**src/rtl/soundex_stream_encoder_macros.svh**
```systemverilog
// Assertion helpers; every user has aclk and aresetn in scope.
`ifndef SOUNDEX_STREAM_ENCODER_MACROS_SVH
`define SOUNDEX_STREAM_ENCODER_MACROS_SVH

// Same-cycle implication, off during reset.
`define SNDX_ASSERT_IMPLY(label, ante, cons) \
    label: assert property (@(posedge aclk) disable iff (!aresetn) (ante) |-> (cons)) \
        else $error("soundex encoder check failed");

// Next-cycle implication, off during reset.
`define SNDX_ASSERT_NEXT(label, ante, cons) \
    label: assert property (@(posedge aclk) disable iff (!aresetn) (ante) |=> (cons)) \
        else $error("soundex encoder check failed");

`endif

```
**src/rtl/sndx_pkg.sv**
```systemverilog
`default_nettype none
package sndx_pkg;

    localparam logic [7:0] CHAR_ZERO  = 8'h30;
    localparam logic [7:0] CHAR_SIX   = 8'h36;
    localparam logic [7:0] CHAR_LOW_A = 8'h61;
    localparam logic [7:0] CHAR_LOW_Z = 8'h7a;
    localparam logic [7:0] CASE_BIT   = 8'h20;
    localparam logic [2:0] CODE_NONE  = 3'd0;
    localparam logic [1:0] MAX_DIGITS = 2'd3;

    typedef struct packed {
        logic [7:0] in_byte;
        logic       end_of_string;
    } sndx_in_t;

    typedef struct packed {
        logic [7:0] out_char;
        logic       final_char;
        logic       no_letters;
    } sndx_out_t;

    // One queued job: up to two letters/digits, then zero padding.
    typedef struct packed {
        logic [7:0] char0;
        logic [7:0] char1;
        logic [1:0] n_chars;
        logic [1:0] n_pad;
        logic       is_end;
        logic       none;
    } sndx_job_t;

    typedef struct packed {
        logic full;
        logic empty;
    } sndx_qstat_t;

    // Soundex group of a letter; pos is 1 for a through 26 for z.
    function automatic logic [2:0] letter_code(input logic [4:0] pos);
        logic [2:0] c;
        unique case (pos)
            5'd2, 5'd6, 5'd16, 5'd22:                       c = 3'd1;
            5'd3, 5'd7, 5'd10, 5'd11, 5'd17, 5'd19, 5'd24,
            5'd26:                                          c = 3'd2;
            5'd4, 5'd20:                                    c = 3'd3;
            5'd12:                                          c = 3'd4;
            5'd13, 5'd14:                                   c = 3'd5;
            5'd18:                                          c = 3'd6;
            default:                                        c = CODE_NONE;
        endcase
        return c;
    endfunction

endpackage
`default_nettype wire

```
**src/rtl/sndx_front.sv**
```systemverilog
`default_nettype none
module sndx_front import sndx_pkg::*; (
    input  wire logic      aclk,
    input  wire logic      aresetn,
    input  wire logic      accept,
    input  wire sndx_in_t  in_item,
    output logic           push,
    output sndx_job_t      job
);

    logic       letter_seen_reg, letter_seen_next;
    logic [2:0] prev_code_reg, prev_code_next;
    logic [1:0] digits_reg, digits_next;
    logic       held_valid_reg, held_valid_next;
    logic [7:0] held_char_reg, held_char_next;

    logic [7:0] lower;
    logic       is_letter;
    logic [2:0] code;
    logic       have_new;
    logic [7:0] new_char;
    logic [1:0] n_chars;
    logic [1:0] rem_d;
    logic [2:0] rem_n;

    always_ff @(posedge aclk) begin
        if (!aresetn) begin
            letter_seen_reg <= 1'b0;
            prev_code_reg   <= CODE_NONE;
            digits_reg      <= 2'd0;
            held_valid_reg  <= 1'b0;
        end else if (accept) begin
            letter_seen_reg <= letter_seen_next;
            prev_code_reg   <= prev_code_next;
            digits_reg      <= digits_next;
            held_valid_reg  <= held_valid_next;
        end
        if (accept) begin
            held_char_reg <= held_char_next;
        end
    end

    always_comb begin
        lower     = in_item.in_byte | CASE_BIT;
        is_letter = (lower >= CHAR_LOW_A) && (lower <= CHAR_LOW_Z);
        code      = is_letter ? letter_code(lower[4:0]) : CODE_NONE;

        letter_seen_next = letter_seen_reg;
        prev_code_next   = prev_code_reg;
        digits_next      = digits_reg;
        held_valid_next  = held_valid_reg;
        held_char_next   = held_char_reg;
        have_new         = 1'b0;
        new_char         = 8'd0;

        if (is_letter) begin
            if (!letter_seen_reg) begin
                letter_seen_next = 1'b1;
                prev_code_next   = code;
                new_char         = lower & ~CASE_BIT;
                have_new         = 1'b1;
            end else if (code != CODE_NONE) begin
                if (code != prev_code_reg) begin
                    new_char = CHAR_ZERO | {5'd0, code};
                    have_new = 1'b1;
                    if (digits_reg < MAX_DIGITS) begin
                        digits_next = digits_reg + 2'd1;
                    end
                end
                prev_code_next = code;
            end
        end

        push         = 1'b0;
        job          = '0;
        n_chars      = {1'b0, held_valid_reg} + {1'b0, have_new};
        rem_d        = MAX_DIGITS - digits_next;
        rem_n        = 3'd4 - {1'b0, n_chars};

        if (!in_item.end_of_string) begin
            // Release the held character once a newer one replaces it.
            if (have_new) begin
                push            = held_valid_reg;
                job.char0       = held_char_reg;
                job.n_chars     = 2'd1;
                held_valid_next = 1'b1;
                held_char_next  = new_char;
            end
        end else begin
            push = 1'b1;
            job.is_end = 1'b1;
            if (!letter_seen_next) begin
                job.n_chars = 2'd1;
                job.none    = 1'b1;
            end else begin
                job.char0   = held_valid_reg ? held_char_reg : new_char;
                job.char1   = new_char;
                job.n_chars = n_chars;
                job.n_pad   = ({1'b0, rem_d} <= rem_n) ? rem_d : rem_n[1:0];
            end
            letter_seen_next = 1'b0;
            prev_code_next   = CODE_NONE;
            digits_next      = 2'd0;
            held_valid_next  = 1'b0;
            held_char_next   = 8'd0;
        end
    end

endmodule
`default_nettype wire

```
**src/rtl/sndx_queue.sv**
```systemverilog
`default_nettype none
module sndx_queue import sndx_pkg::*; #(
    parameter int DEPTH = 2
) (
    input  wire logic      aclk,
    input  wire logic      aresetn,
    input  wire logic      push,
    input  wire sndx_job_t wr_job,
    input  wire logic      pop,
    output sndx_job_t      rd_job,
    output sndx_qstat_t    stat
);

    localparam int PW = (DEPTH > 1) ? $clog2(DEPTH) : 1;
    localparam int CW = $clog2(DEPTH + 1);
    localparam logic [PW-1:0] LAST_PTR = PW'(DEPTH - 1);
    localparam logic [CW-1:0] FULL_CNT = CW'(DEPTH);

    sndx_job_t     slots_reg [DEPTH];
    logic [PW-1:0] wr_ptr_reg, wr_ptr_next;
    logic [PW-1:0] rd_ptr_reg, rd_ptr_next;
    logic [CW-1:0] count_reg, count_next;
    logic          do_push, do_pop;

    always_comb begin
        stat.full   = (count_reg == FULL_CNT);
        stat.empty  = (count_reg == '0);
        do_push     = push && !stat.full;
        do_pop      = pop && !stat.empty;
        wr_ptr_next = wr_ptr_reg;
        rd_ptr_next = rd_ptr_reg;
        if (do_push) begin
            wr_ptr_next = (wr_ptr_reg == LAST_PTR) ? '0 : wr_ptr_reg + PW'(1);
        end
        if (do_pop) begin
            rd_ptr_next = (rd_ptr_reg == LAST_PTR) ? '0 : rd_ptr_reg + PW'(1);
        end
        count_next = count_reg + CW'(do_push) - CW'(do_pop);
        rd_job     = slots_reg[rd_ptr_reg];
    end

    always_ff @(posedge aclk) begin
        if (!aresetn) begin
            wr_ptr_reg <= '0;
            rd_ptr_reg <= '0;
            count_reg  <= '0;
        end else begin
            wr_ptr_reg <= wr_ptr_next;
            rd_ptr_reg <= rd_ptr_next;
            count_reg  <= count_next;
        end
        if (do_push) begin
            slots_reg[wr_ptr_reg] <= wr_job;
        end
    end

endmodule
`default_nettype wire

```
**src/rtl/sndx_back.sv**
```systemverilog
`default_nettype none
module sndx_back import sndx_pkg::*; (
    input  wire logic        aclk,
    input  wire logic        aresetn,
    input  wire sndx_job_t   job,
    input  wire sndx_qstat_t stat,
    output logic             pop,
    output logic             m_valid,
    input  wire logic        m_ready,
    output sndx_out_t        m_data
);

    logic       valid_reg, valid_next;
    sndx_out_t  data_reg, data_next;
    logic [1:0] idx_reg, idx_next;
    logic [2:0] total;
    logic       last;
    logic       load;

    always_comb begin
        total      = {1'b0, job.n_chars} + {1'b0, job.n_pad};
        last       = ({1'b0, idx_reg} == total - 3'd1);
        load       = !valid_reg || m_ready;
        valid_next = valid_reg;
        data_next  = data_reg;
        idx_next   = idx_reg;
        pop        = 1'b0;
        if (load) begin
            valid_next = !stat.empty;
            if (idx_reg < job.n_chars) begin
                data_next.out_char = (idx_reg == 2'd0) ? job.char0 : job.char1;
            end else begin
                data_next.out_char = CHAR_ZERO;
            end
            data_next.final_char = job.is_end && last;
            data_next.no_letters = job.none;
            if (!stat.empty) begin
                // Advance through the job; drop it after its last character.
                pop      = last;
                idx_next = last ? 2'd0 : idx_reg + 2'd1;
            end
        end
        m_valid = valid_reg;
        m_data  = data_reg;
    end

    always_ff @(posedge aclk) begin
        if (!aresetn) begin
            valid_reg <= 1'b0;
            idx_reg   <= 2'd0;
        end else begin
            valid_reg <= valid_next;
            idx_reg   <= idx_next;
        end
        data_reg <= data_next;
    end

endmodule
`default_nettype wire

```
**src/rtl/soundex_stream_encoder.sv**
```systemverilog
`default_nettype none
// Soundex encoder over a byte stream: one ASCII byte per input transfer, end_of_string on
// the last byte of each string. Results are the code characters (upper-case first letter,
// then digits '0'..'6', never truncated, zero-padded to three digits), the last one flagged
// by final_char; a string with no letters yields one result with no_letters set. The input
// takes one byte per cycle while the queue is not full. A byte produces at most one result;
// a string's final byte produces up to four, which the output stage issues one per cycle
// while the output does not stall. A queue of QUEUE_DEPTH jobs sits between the byte
// classifier and the output stage; the job being issued stays at the head of the queue, so
// while padding drains or the output stalls the input takes bytes that make no job, plus up
// to QUEUE_DEPTH - 1 further jobs, and then waits.
`include "soundex_stream_encoder_macros.svh"
module soundex_stream_encoder import sndx_pkg::*; #(
    parameter int QUEUE_DEPTH = 2
) (
    input  wire logic      aclk,
    input  wire logic      aresetn,
    input  wire logic      s_valid,
    output logic           s_ready,
    input  wire sndx_in_t  s_data,
    output logic           m_valid,
    input  wire logic      m_ready,
    output sndx_out_t      m_data
);

    logic        accept;
    logic        q_push;
    logic        q_pop;
    sndx_job_t   q_wr_job;
    sndx_job_t   q_rd_job;
    sndx_qstat_t q_stat;
    logic        code_end;
    logic        is_digit;

    assign s_ready = !q_stat.full;
    assign accept  = s_valid && s_ready;

    sndx_front u_front (
        .aclk    (aclk),
        .aresetn (aresetn),
        .accept  (accept),
        .in_item (s_data),
        .push    (q_push),
        .job     (q_wr_job)
    );

    sndx_queue #(
        .DEPTH (QUEUE_DEPTH)
    ) u_queue (
        .aclk    (aclk),
        .aresetn (aresetn),
        .push    (q_push && accept),
        .wr_job  (q_wr_job),
        .pop     (q_pop),
        .rd_job  (q_rd_job),
        .stat    (q_stat)
    );

    sndx_back u_back (
        .aclk    (aclk),
        .aresetn (aresetn),
        .job     (q_rd_job),
        .stat    (q_stat),
        .pop     (q_pop),
        .m_valid (m_valid),
        .m_ready (m_ready),
        .m_data  (m_data)
    );

    assign code_end = m_valid && m_data.final_char && !m_data.no_letters;
    assign is_digit = (m_data.out_char >= CHAR_ZERO) && (m_data.out_char <= CHAR_SIX);

    `SNDX_ASSERT_IMPLY(a_none_is_final, m_valid && m_data.no_letters, m_data.final_char)
    `SNDX_ASSERT_IMPLY(a_final_is_digit, code_end, is_digit)
    `SNDX_ASSERT_IMPLY(a_pop_has_data, q_pop, !q_stat.empty)
    `SNDX_ASSERT_NEXT(a_stall_holds, m_valid && !m_ready, m_valid)

endmodule
`default_nettype wire

```
**config.mk**
```make
export PLATFORM = sky130hd
export DESIGN_NAME = soundex_stream_encoder
export DESIGN_NICKNAME = d
export VERILOG_FILES = /design/src/rtl/sndx_pkg.sv /design/src/rtl/sndx_front.sv /design/src/rtl/sndx_queue.sv /design/src/rtl/sndx_back.sv /design/src/rtl/soundex_stream_encoder.sv
export VERILOG_INCLUDE_DIRS = /design/src /design/src/rtl
export SDC_FILE = /design/constraint.sdc
export NUM_CORES = 1
export LEC_CHECK = 0
export BUFFER_PORTS_ARGS = -buffer_cell sky130_fd_sc_hd__buf_2
export CAP_MARGIN = 20
export CORE_MARGIN = 1
export CORE_UTILIZATION = 54
export CTS_BUF_LIST = sky130_fd_sc_hd__clkbuf_4 sky130_fd_sc_hd__clkbuf_8
export DETAILED_ROUTE_END_ITERATION = 10
export PLACE_DENSITY = 0.84
export SLEW_MARGIN = 30
export SYNTH_ARGS = -nofsm -noshare
export SYNTH_HDL_FRONTEND = slang
export SYNTH_SLANG_ARGS = --single-unit
```
**constraint.sdc**
```tcl
create_clock -name aclk -period 5.85 [get_ports aclk]
set_clock_uncertainty 0.1 [all_clocks]
set_input_delay 1.755 -clock aclk [delete_from_list [all_inputs] [get_ports aclk]]
set_output_delay 1.755 -clock aclk [all_outputs]
set_load 0.05 [all_outputs]
```
Yosys cells after proc, flatten, opt, wreduce, memory -nomap -nowiden

Memories as Yosys holds them, arrays and structs flattened. A register that Yosys moved wholly into a read port is not among the register bits.
Cells that the tools add are included.

Bits in writable memories: 44
Memories kept: 2
Memory bits (read-only): 96
Word-level logic and storage cells: 102
Flip-flop bits (word level): 32
Input bits: 13
Output and inout port bits: 12

Memories:

| name              | depth | bits a word | read ports | clocked after Yosys merged registers in | wr ports | line             | RTL |
|---|---|---|---|---|---|---|---|
| (name not given)  | 32    | 3           | 1          | 0                                       | 0        | sndx_pkg.sv:41   | `unique case (pos)` |
| u_queue.slots_reg | 2     | 22          | 1          | 1                                       | 1        | sndx_queue.sv:19 | `sndx_job_t slots_reg [DEPTH];` |

Add/sub/neg operators: 11
Order comparisons: 5
Bitwise logic cells: 1
Eq/ne operators: 4
Reduce and logical (&&, ||, !) cells: 18
Muxes and demuxes: 48

Operator list:

| kind                | number |
|---|---|
| $mux 8              | 9 |
| $mux 2              | 11 |
| $mux 1              | 20 |
| $mux 16             | 1 |
| $mux 3              | 5 |
| $ge 8x7->1 const B  | 1 |
| $le 8x7->1 const B  | 1 |
| $logic_and 1x1->1   | 6 |
| $mux 6              | 1 |
| $add 2x1->2 const B | 2 |
| $logic_not 2->1     | 2 |
| $mux 4              | 1 |
| $reduce_and 2->1    | 2 |
| $reduce_bool 2->1   | 2 |
| $add 2x2->3         | 1 |
| $eq 2x3->1          | 1 |
| $le 2x3->1          | 1 |
| $logic_not 1->1     | 3 |
| $ne 3x3->1          | 1 |
| $ne 3x3->1 const B  | 1 |
| $reduce_and 3->1    | 1 |
| $reduce_bool 3->1   | 1 |
| $sub 3x1->3 const B | 1 |
| $sub 3x2->3 const A | 1 |
| 10 further kinds    | 11 |

Logic depth before layout (Yosys ltp)

Gate-level depths: netlist of the first run.

Depth in word-level cells: 14
Mapped depth: 18
Gate-level depth less buffers: 17

Cells and area by module

Synthesis of the first run repeated with hierarchy kept, for this count alone.

Cells, all modules: 358
Area total of the unflattened synthesis: 4347.9 sq um

Modules (own cells, without submodules):

| module                 | cells an instance | area each (sq um) | instances | seq. area each (sq um) |
|---|---|---|---|---|
| sndx_queue             | 95                | 1901.8            | 1         | 1421.4 |
| sndx_front             | 199               | 1714.1            | 1         | 380.4 |
| sndx_back              | 61                | 713.2             | 1         | 360.3 |
| soundex_stream_encoder | 3                 | 18.8              | 1         | 0.0 |

Worst setup path before layout of the first run

OpenSTA, ideal clock, no wires.

Kind: input-to-reg
From: input s_data[1] (netlist name)
To: memory u_queue.slots_reg[0][0] (netlist name) (enable)
Library setup time: 402 ps
Path buffers: 1
Data arrival time: 4681 ps
Path slack: 667 ps
Stages on the path: 13
Required time: 5348 ps
Cells stage by stage: inv_1 -> ha_1 -> and4bb_2 -> o21ba_2 -> buf_4 -> xnor2_1 -> and4_2 -> o2111ai_1 -> nand3_1 -> inv_1 -> ha_1 -> o21ai_0 -> nor2_1

Word-level cells in the longest chain between the ends: 14
Elaborated cells on any way between the ends: 17
Those cells by class: order compare (2); eq/ne (1); mux (9); reduce/logical (4); memory (1)

RTL lines:

| item                                            | line                         | RTL |
|---|---|---|
| start: declaration                              | soundex_stream_encoder.sv:20 | `input wire sndx_in_t s_data,` |
| $ge 8x7->1 / $le 8x7->1 (equally long branches) | sndx_front.sv:45             | `is_letter = (lower >= CHAR_LOW_A) && (lower <= CHAR_LOW_Z);` |
| $logic_and 1x1->1                               | sndx_front.sv:45             |  |
| $mux 3                                          | sndx_front.sv:46             | `code = is_letter ? letter_code(lower[4:0]) : CODE_NONE;` |
| $ne 3x3->1                                      | sndx_front.sv:63             | `if (code != prev_code_reg) begin` |
| $mux 1                                          | sndx_front.sv:63             |  |
| $mux 1                                          | sndx_front.sv:62             | `end else if (code != CODE_NONE) begin` |
| $mux 1                                          | sndx_front.sv:57             | `if (!letter_seen_reg) begin` |
| $mux 1 *                                        | sndx_front.sv:56             | `if (is_letter) begin` |
| $mux 1 *                                        | sndx_front.sv:82             | `if (have_new) begin` |
| $mux 1 *                                        | sndx_front.sv:80             | `if (!in_item.end_of_string) begin` |
| $logic_and 1x1->1 *                             | soundex_stream_encoder.sv:52 | `.push (q_push && accept),` |
| $logic_and 1x1->1 *                             | sndx_queue.sv:28             | `do_push = push && !stat.full;` |
| $mux 1 *                                        | sndx_queue.sv:52             | `if (do_push) begin` |
| $mux 1 (not written as such) *                  | sndx_queue.sv:53             | `slots_reg[wr_ptr_reg] <= wr_job;` |
| end: declaration                                | sndx_queue.sv:19             |  |

Every way passes the cells marked *; elsewhere a longest branch is shown, timed or not.

==> qor.csv, run 1 <==
metric,value,unit
Sw Pwr,554.2,µW
Final ANT Viol Nets,0,
Setup Buffers After CTS,0,
"leading cell types in the layout, fill and taps excluded","edfxtp_1, nor2_1, buf_2",
Max VDD drop,0.1504,mV
met3 GRT Util,0.03509,
simple-gate share of the synthesized area,0.1461,
Synth Register Bits,77,
Antenna Cells,0,
combinational power share,0.291,
Sw Ratio,0.3309,
Yosys top cell area share,0.4549,
first-pass GRT wire length,12680,µm
Final Util,0.6136,
Internal,1121,µW
met1 usage,0.2601,
post-synthesis area per instance,12.00,µm²
Top Usage Layer GRT,met2,
CTS Buf Count,9,
sequential share of power,0.438,
largest net degree at the start of global routing,24,
initial antenna violation count,0,
root buffer cell,clkbuf_8,
Cell variety after synth,69,
max FFs per register,44,
port buffer count,23,
post-synthesis sequential area ratio,0.5283,
Fin Setup TNS,0,ns
Startpoint Class,primary input,
post-synthesis mux area share,0.06451,
routed len/inst,16.37,µm
"Gates resized, CTS repair",0,
Tmin final,5.138,ns
Final setup violation count,0,
worst slew pin tran,0.8698,ns
Area contributors post-synth,"edfxtp_1, dfxtp_1, ha_1",
fmax,194.6,MHz
Synth Area in XOR/XNOR,0.01712,
Post-synth ARST share,0,
Hold Buf Count CTS,0,
area delta synth->final,9.324,%
Slew Limit Headroom,0.4193,
DR pass1 iterations,5,
number of remaining DRC errors,0,
Yosys top cell by area,edfxtp_1,
Post-synth EDFFs,62,
Synth Area in Adders,0.05503,
"commonest non-fill, non-tap cell in the layout",edfxtp_1,
Starting DRT DRC Count,142,
Die Area,0.007931,mm²
max-slew violations,0,
synth warn,0,
Post-Syn Instances,341,
number of max-cap violations,0,
layout cells sized above 1,0.2016,
Critical Path Sink Type,register,
Vias/cell,5.854,
LEAKAGE,0.001648,µW
die width,89.06,µm
Hold WC Path Type,register to register,
Worst-path clk slew,0.08,ns
RSZ-0062 raised after global routing,false,
Clock Sinks,77,
clock tree buffer depth,2,
Cell Rows,31,
status,"finished, final reports clean",
"Top FF cell, synth",edfxtp_1,
grt ovf,0,
H-tree depth,3,
Nets,393,
largest family of logic cells by synthesized area,simple AND/OR/NAND/NOR gates,
area fraction in compound gates after synthesis,0.1394,
vias,2728,
"Req. time, crit path",5.92,ns
Crit Path Max Fanout,9,
Clock Latency Late Sink,0.34,ns
Post-Syn Area,0.004093,mm²
CP Data Arrival Time,5.20,ns
kind of critical path,primary input to register,
met2 Usage GRT,0.3776,
vias in the first global route,2648,
DP Wirelength,5408,µm
CTS tree,yes,
"Hold Vio Cnt, Final",0,
Power Density,374.4,mW/mm²
Final Cycle Share,0.8783,
initial core utilization,0.5613,
Die Y,89.06,µm
Tot GR Track Use,0.2154,
RePlAce Congestion,0.8684,
core area,0.007292,mm²
I/O pin cnt,25,
final wirelength,7630,µm
Clk network pwr share,0.272,
==> path summary, 6_finish.rpt <==
path,to,start,slack (ns),cells past startpoint
max,u_queue.slots_reg[1][3],s_data[1],0.71,16
min,u_back.m_valid,u_queue.count_reg[0],0.45,2
max reg2reg,u_queue.count_reg[1],register,2.43,13
min reg2reg,u_back.m_valid,u_queue.count_reg[0],0.45,2
==> worst max-delay path: stages <==
cell and delay, ns:
buf_2 0.14, inv_1 0.11, ha_1 0.19, nand2b_1 0.11, a21oi_1 0.07, or3_1 0.53
o31ai_1 0.52, o211ai_1 0.20, nand3_1 0.15, ha_1 0.28, ha_1 0.21, nor2b_1 0.15
a21oi_1 0.06, a31o_2 0.24, a221o_1 0.29, a31oi_1 0.20
==> power groups by stage <==
stage | Clock, µW | Sequential (µW) | Combinational (µW)
CTS | 459 | 735 | 489
finish | 455 | 733 | 487
floorplan | 0 | 852 | 275
detailed placement | 0 | 746 | 486
global placement | 0 | 741 | 467
global route | 477 | 747 | 534
==> metal layers <==
metal | vias to the layer above | wire, µm | share of wire
li1 | 1313 | - | -
met1 | 1335 | 3261 | 0.43
met2 | 69 | 3989 | 0.52
met3 | 11 | 269 | 0.035
met4 | 0 | 110 | 0.014
met5 | - | 0 | 0
==> Yosys cell counts, types with 4 or more instances <==
cell / count
a21boi_0: 4
a21oi_1: 9
a31oi_1: 6
and2_1: 8
and3_1: 5
clkbuf_1: 8
dfxtp_1: 15
edfxtp_1: 62
ha_1: 18
inv_1: 22
mux2i_1: 5
mux4_2: 9
nand2_1: 18
nand2b_1: 5
nand3_1: 9
nand4_1: 7
nor2_1: 30
nor2b_1: 12
o211ai_1: 10
o21ai_0: 12
xnor2_1: 5
==> stage by stage <==
step	worst slack, ns	instance area [µm²]	total power [µW]	cells	hold WS (ns)
4_1_cts	0.5624	4473	1683	466	0.4469
3_5_place_dp	0.2012	4242	1232	450	0.4273
5_1_grt	0.4453	4474	1759	466	0.4831
6_report	0.7118	4474	1675	466	0.4481
3_3_place_gp	0.4422	4237	1208	450	0.4164
2_1_floorplan	0.6666	4100	1128	343	0.3878
==> cell type report <==
cell class	instances	area, µm²
clock buffer	11	151.4
clock inverter	5	80.08
fill	600	2818
inverter	23	86.33
multi-input combinational	227	1748
sequential	77	2162
tap	99	123.9
timing repair buffer	24	122.6
==> cells by family after synthesis <==
kind of cell | Yosys count
AO/OA/AOI/OAI | 71
XOR/XNOR | 8
AND/OR/NAND/NOR | 112
multiplexers | 15
buffers and inverters | 39
flip-flops | 77
adder cells (fa/ha/maj) | 18
other | 1
Note: power is estimated with default switching activity, not from simulation.
==> run 2: changes to the inputs <==
--- a/config.mk
+++ b/config.mk
@@ -9,10 +9,10 @@
 export BUFFER_PORTS_ARGS = -buffer_cell sky130_fd_sc_hd__buf_2
 export CAP_MARGIN = 20
 export CORE_MARGIN = 1
-export CORE_UTILIZATION = 54
+export CORE_UTILIZATION = 59
 export CTS_BUF_LIST = sky130_fd_sc_hd__clkbuf_4 sky130_fd_sc_hd__clkbuf_8
 export DETAILED_ROUTE_END_ITERATION = 10
-export PLACE_DENSITY = 0.84
+export PLACE_DENSITY = 0.9
 export SLEW_MARGIN = 30
 export SYNTH_ARGS = -nofsm -noshare
 export SYNTH_HDL_FRONTEND = slang
==> qor.csv, run 2 (same netlist as run 1, synthesis figures left out) <==
metric,value,unit,change
LEAKAGE,0.001660,µW,+0.75%
core area,0.006531,mm²,-10%
Die Y,85.29,µm,-4.2%
Slew Limit Headroom,0.4323,,+0.01300
Sw Ratio,0.3224,,-0.008427
combinational power share,0.288,,-0.003
final wirelength,7584,µm,-0.60%
Final Hold Slack,0.4400,ns,-0.008108 ns
Cell Rows,29,,-6.5%
number of max-cap violations,0,,unchanged
worst slew pin tran,0.8503,ns,-0.01947 ns
Final Cycle Share,0.8881,,+0.009740
vias,2798,,+2.6%
Clock Latency Late Sink,0.35,ns,about the same
Hold WC Path Type,register to register,,
status,"finished, final reports clean",,
vias in the first global route,2786,,+5.2%
Clk network pwr share,0.281,,+0.009
max incr delay on CP,0.53,ns,about the same
"Req. time, crit path",5.93,ns,about the same
Hold Buf Count CTS,0,,unchanged
Antenna Cells,0,,unchanged
routed len/inst,17.04,µm,+4.1%
first-pass GRT wire length,12650,µm,-0.17%
worst reg2reg setup slack,2.43,ns,about the same
Tmin final,5.195,ns,+0.05698 ns
Startpoint Class,primary input,,
DR pass1 iterations,6,,+1
Tot GR Track Use,0.2271,,+0.01164
Buf/Inv on CP,2,,unchanged
"slowest stage cell, crit path",or3_1,,
Die Area,0.007274,mm²,-8.3%
initial antenna violation count,0,,unchanged
CP most frequent cell,ha_1,,
initial core utilization,0.6266,,+0.06537
critical-path cell list,buf_2 -> inv_1 -> ha_1 -> nand2b_1 -> a21oi_1 -> or3_1 -> o31ai_1 -> o211ai_1 -> nand3_1 -> ha_1 -> ha_1 -> nor2b_1 -> a21oi_1 -> a31o_2 -> a221o_1 -> a31oi_1,,
Max VDD drop,0.1809,mV,+20%
Starting DRT DRC Count,190,,+34%
"commonest non-fill, non-tap cell in the layout",edfxtp_1,,
grt ovf,0,,unchanged
"CP delay by family, top",compound AO/OA/AOI/OAI gates,,
Post-DP Area,0.004214,mm²,-0.65%
number of remaining DRC errors,0,,unchanged
"Design Area, Final",0.004454,mm²,-0.45%
CTS Buf Count,9,,unchanged
RePlAce Congestion,0.8832,,+1.7%
clock tree buffer depth,2,,unchanged
"Gates resized, CTS repair",0,,unchanged
FILL cells,458,,-24%
root buffer cell,clkbuf_8,,
Fin Setup TNS,0,ns,unchanged
max FFs per register,44,,unchanged
final worst setup slack,0.6548,ns,-0.05698 ns
max-slew violations,0,,unchanged
CP Data Arrival Time,5.27,ns,+0.07 ns
sequential share of power,0.431,,-0.007
Final setup violation count,0,,unchanged
Setup Buffers After CTS,0,,unchanged
port buffer count,23,,unchanged
H-tree depth,3,,unchanged
CTS tree,yes,,
RSZ-0062 raised after global routing,false,,
Final ANT Viol Nets,0,,unchanged
Power Density,380.9,mW/mm²,+1.7%
Worst-path clk slew,0.08,ns,about the same
layout cells sized above 1,0.2011,,-0.0005479
DP Wirelength,5341,µm,-1.2%
Sw Pwr,547.1,µW,-1.3%
Crit Path Max Fanout,9,,unchanged
I/O pin cnt,25,,unchanged
area delta synth->final,8.835,%,
"leading cell types in the layout, fill and taps excluded","edfxtp_1, nor2_1, buf_2",,
largest net degree at the start of global routing,23,,-4.2%
die width,85.29,µm,-4.2%
Nets,394,,+0.25%
kind of critical path,primary input to register,,
Internal,1150,µW,+2.6%
fmax,192.5,MHz,-1.1%
final total power,1697,µW,+1.3%
Critical Path Sink Type,register,,
dpl ws,0.3450,ns,+0.1437 ns
Clock Sinks,77,,unchanged
"Hold Vio Cnt, Final",0,,unchanged
Vias/cell,6.288,,+7.4%
[run 2: cell types whose count changed in the layout (fill, tap and decap cells not counted)]
cell and delta:
buf_4 +1, clkbuf_4 +2, inv_4 -2, nor2_1 +1, bufinv_16 +1, clkbuf_8 -2
clkinvlp_4 -1, clkinv_2 +2, nor2_4 -1
[run 2: worst paths after layout]
path / startpoint / to / cells past startpoint
max: s_data[1] / u_queue.slots_reg[1][3] / 16
min: u_queue.count_reg[0] / u_back.m_valid / 2
max reg2reg: register / u_queue.count_reg[1] / 13
min reg2reg: u_queue.count_reg[0] / u_back.m_valid / 2
[run 2: layout make-up]
type,count,area [µm²],area share
clock inverter,5,100.1,0.02247
inverter,23,86.33,0.01938
multi-input combinational,227,1740,0.3907
tap,77,96.34,0.02163
timing repair buffer,25,130.1,0.02921
clock buffer,11,138.9,0.03118
sequential,77,2162,0.4854
[run 2: through the flow]
step             util  cells
6_report       0.6820    445
3_3_place_gp   0.6452    429
2_1_floorplan       -    343
3_5_place_dp   0.6452    429
4_1_cts        0.6818    445
5_1_grt        0.6820    445
[run 2: power by group through the flow]
stage | combinational [µW] | sequential [µW] | clock [µW]
final | 489 | 731 | 476
after global placement | 467 | 740 | 0
after floorplan | 275 | 852 | 0
after detailed placement | 488 | 743 | 0
after global routing | 531 | 741 | 498
after CTS | 493 | 731 | 477
[run 2: layer usage]
layer	wire length [µm]	track usage
met5	0	0
met4	206	0.09697
met3	385	0.05642
met2	3871	0.4062
met1	3121	0.2593
[run 2: worst min-delay path: stages, from the launching register on]
cell	delay, ns
dfxtp_1	0.33
nor2_1	0.09
a21boi_0	0.08
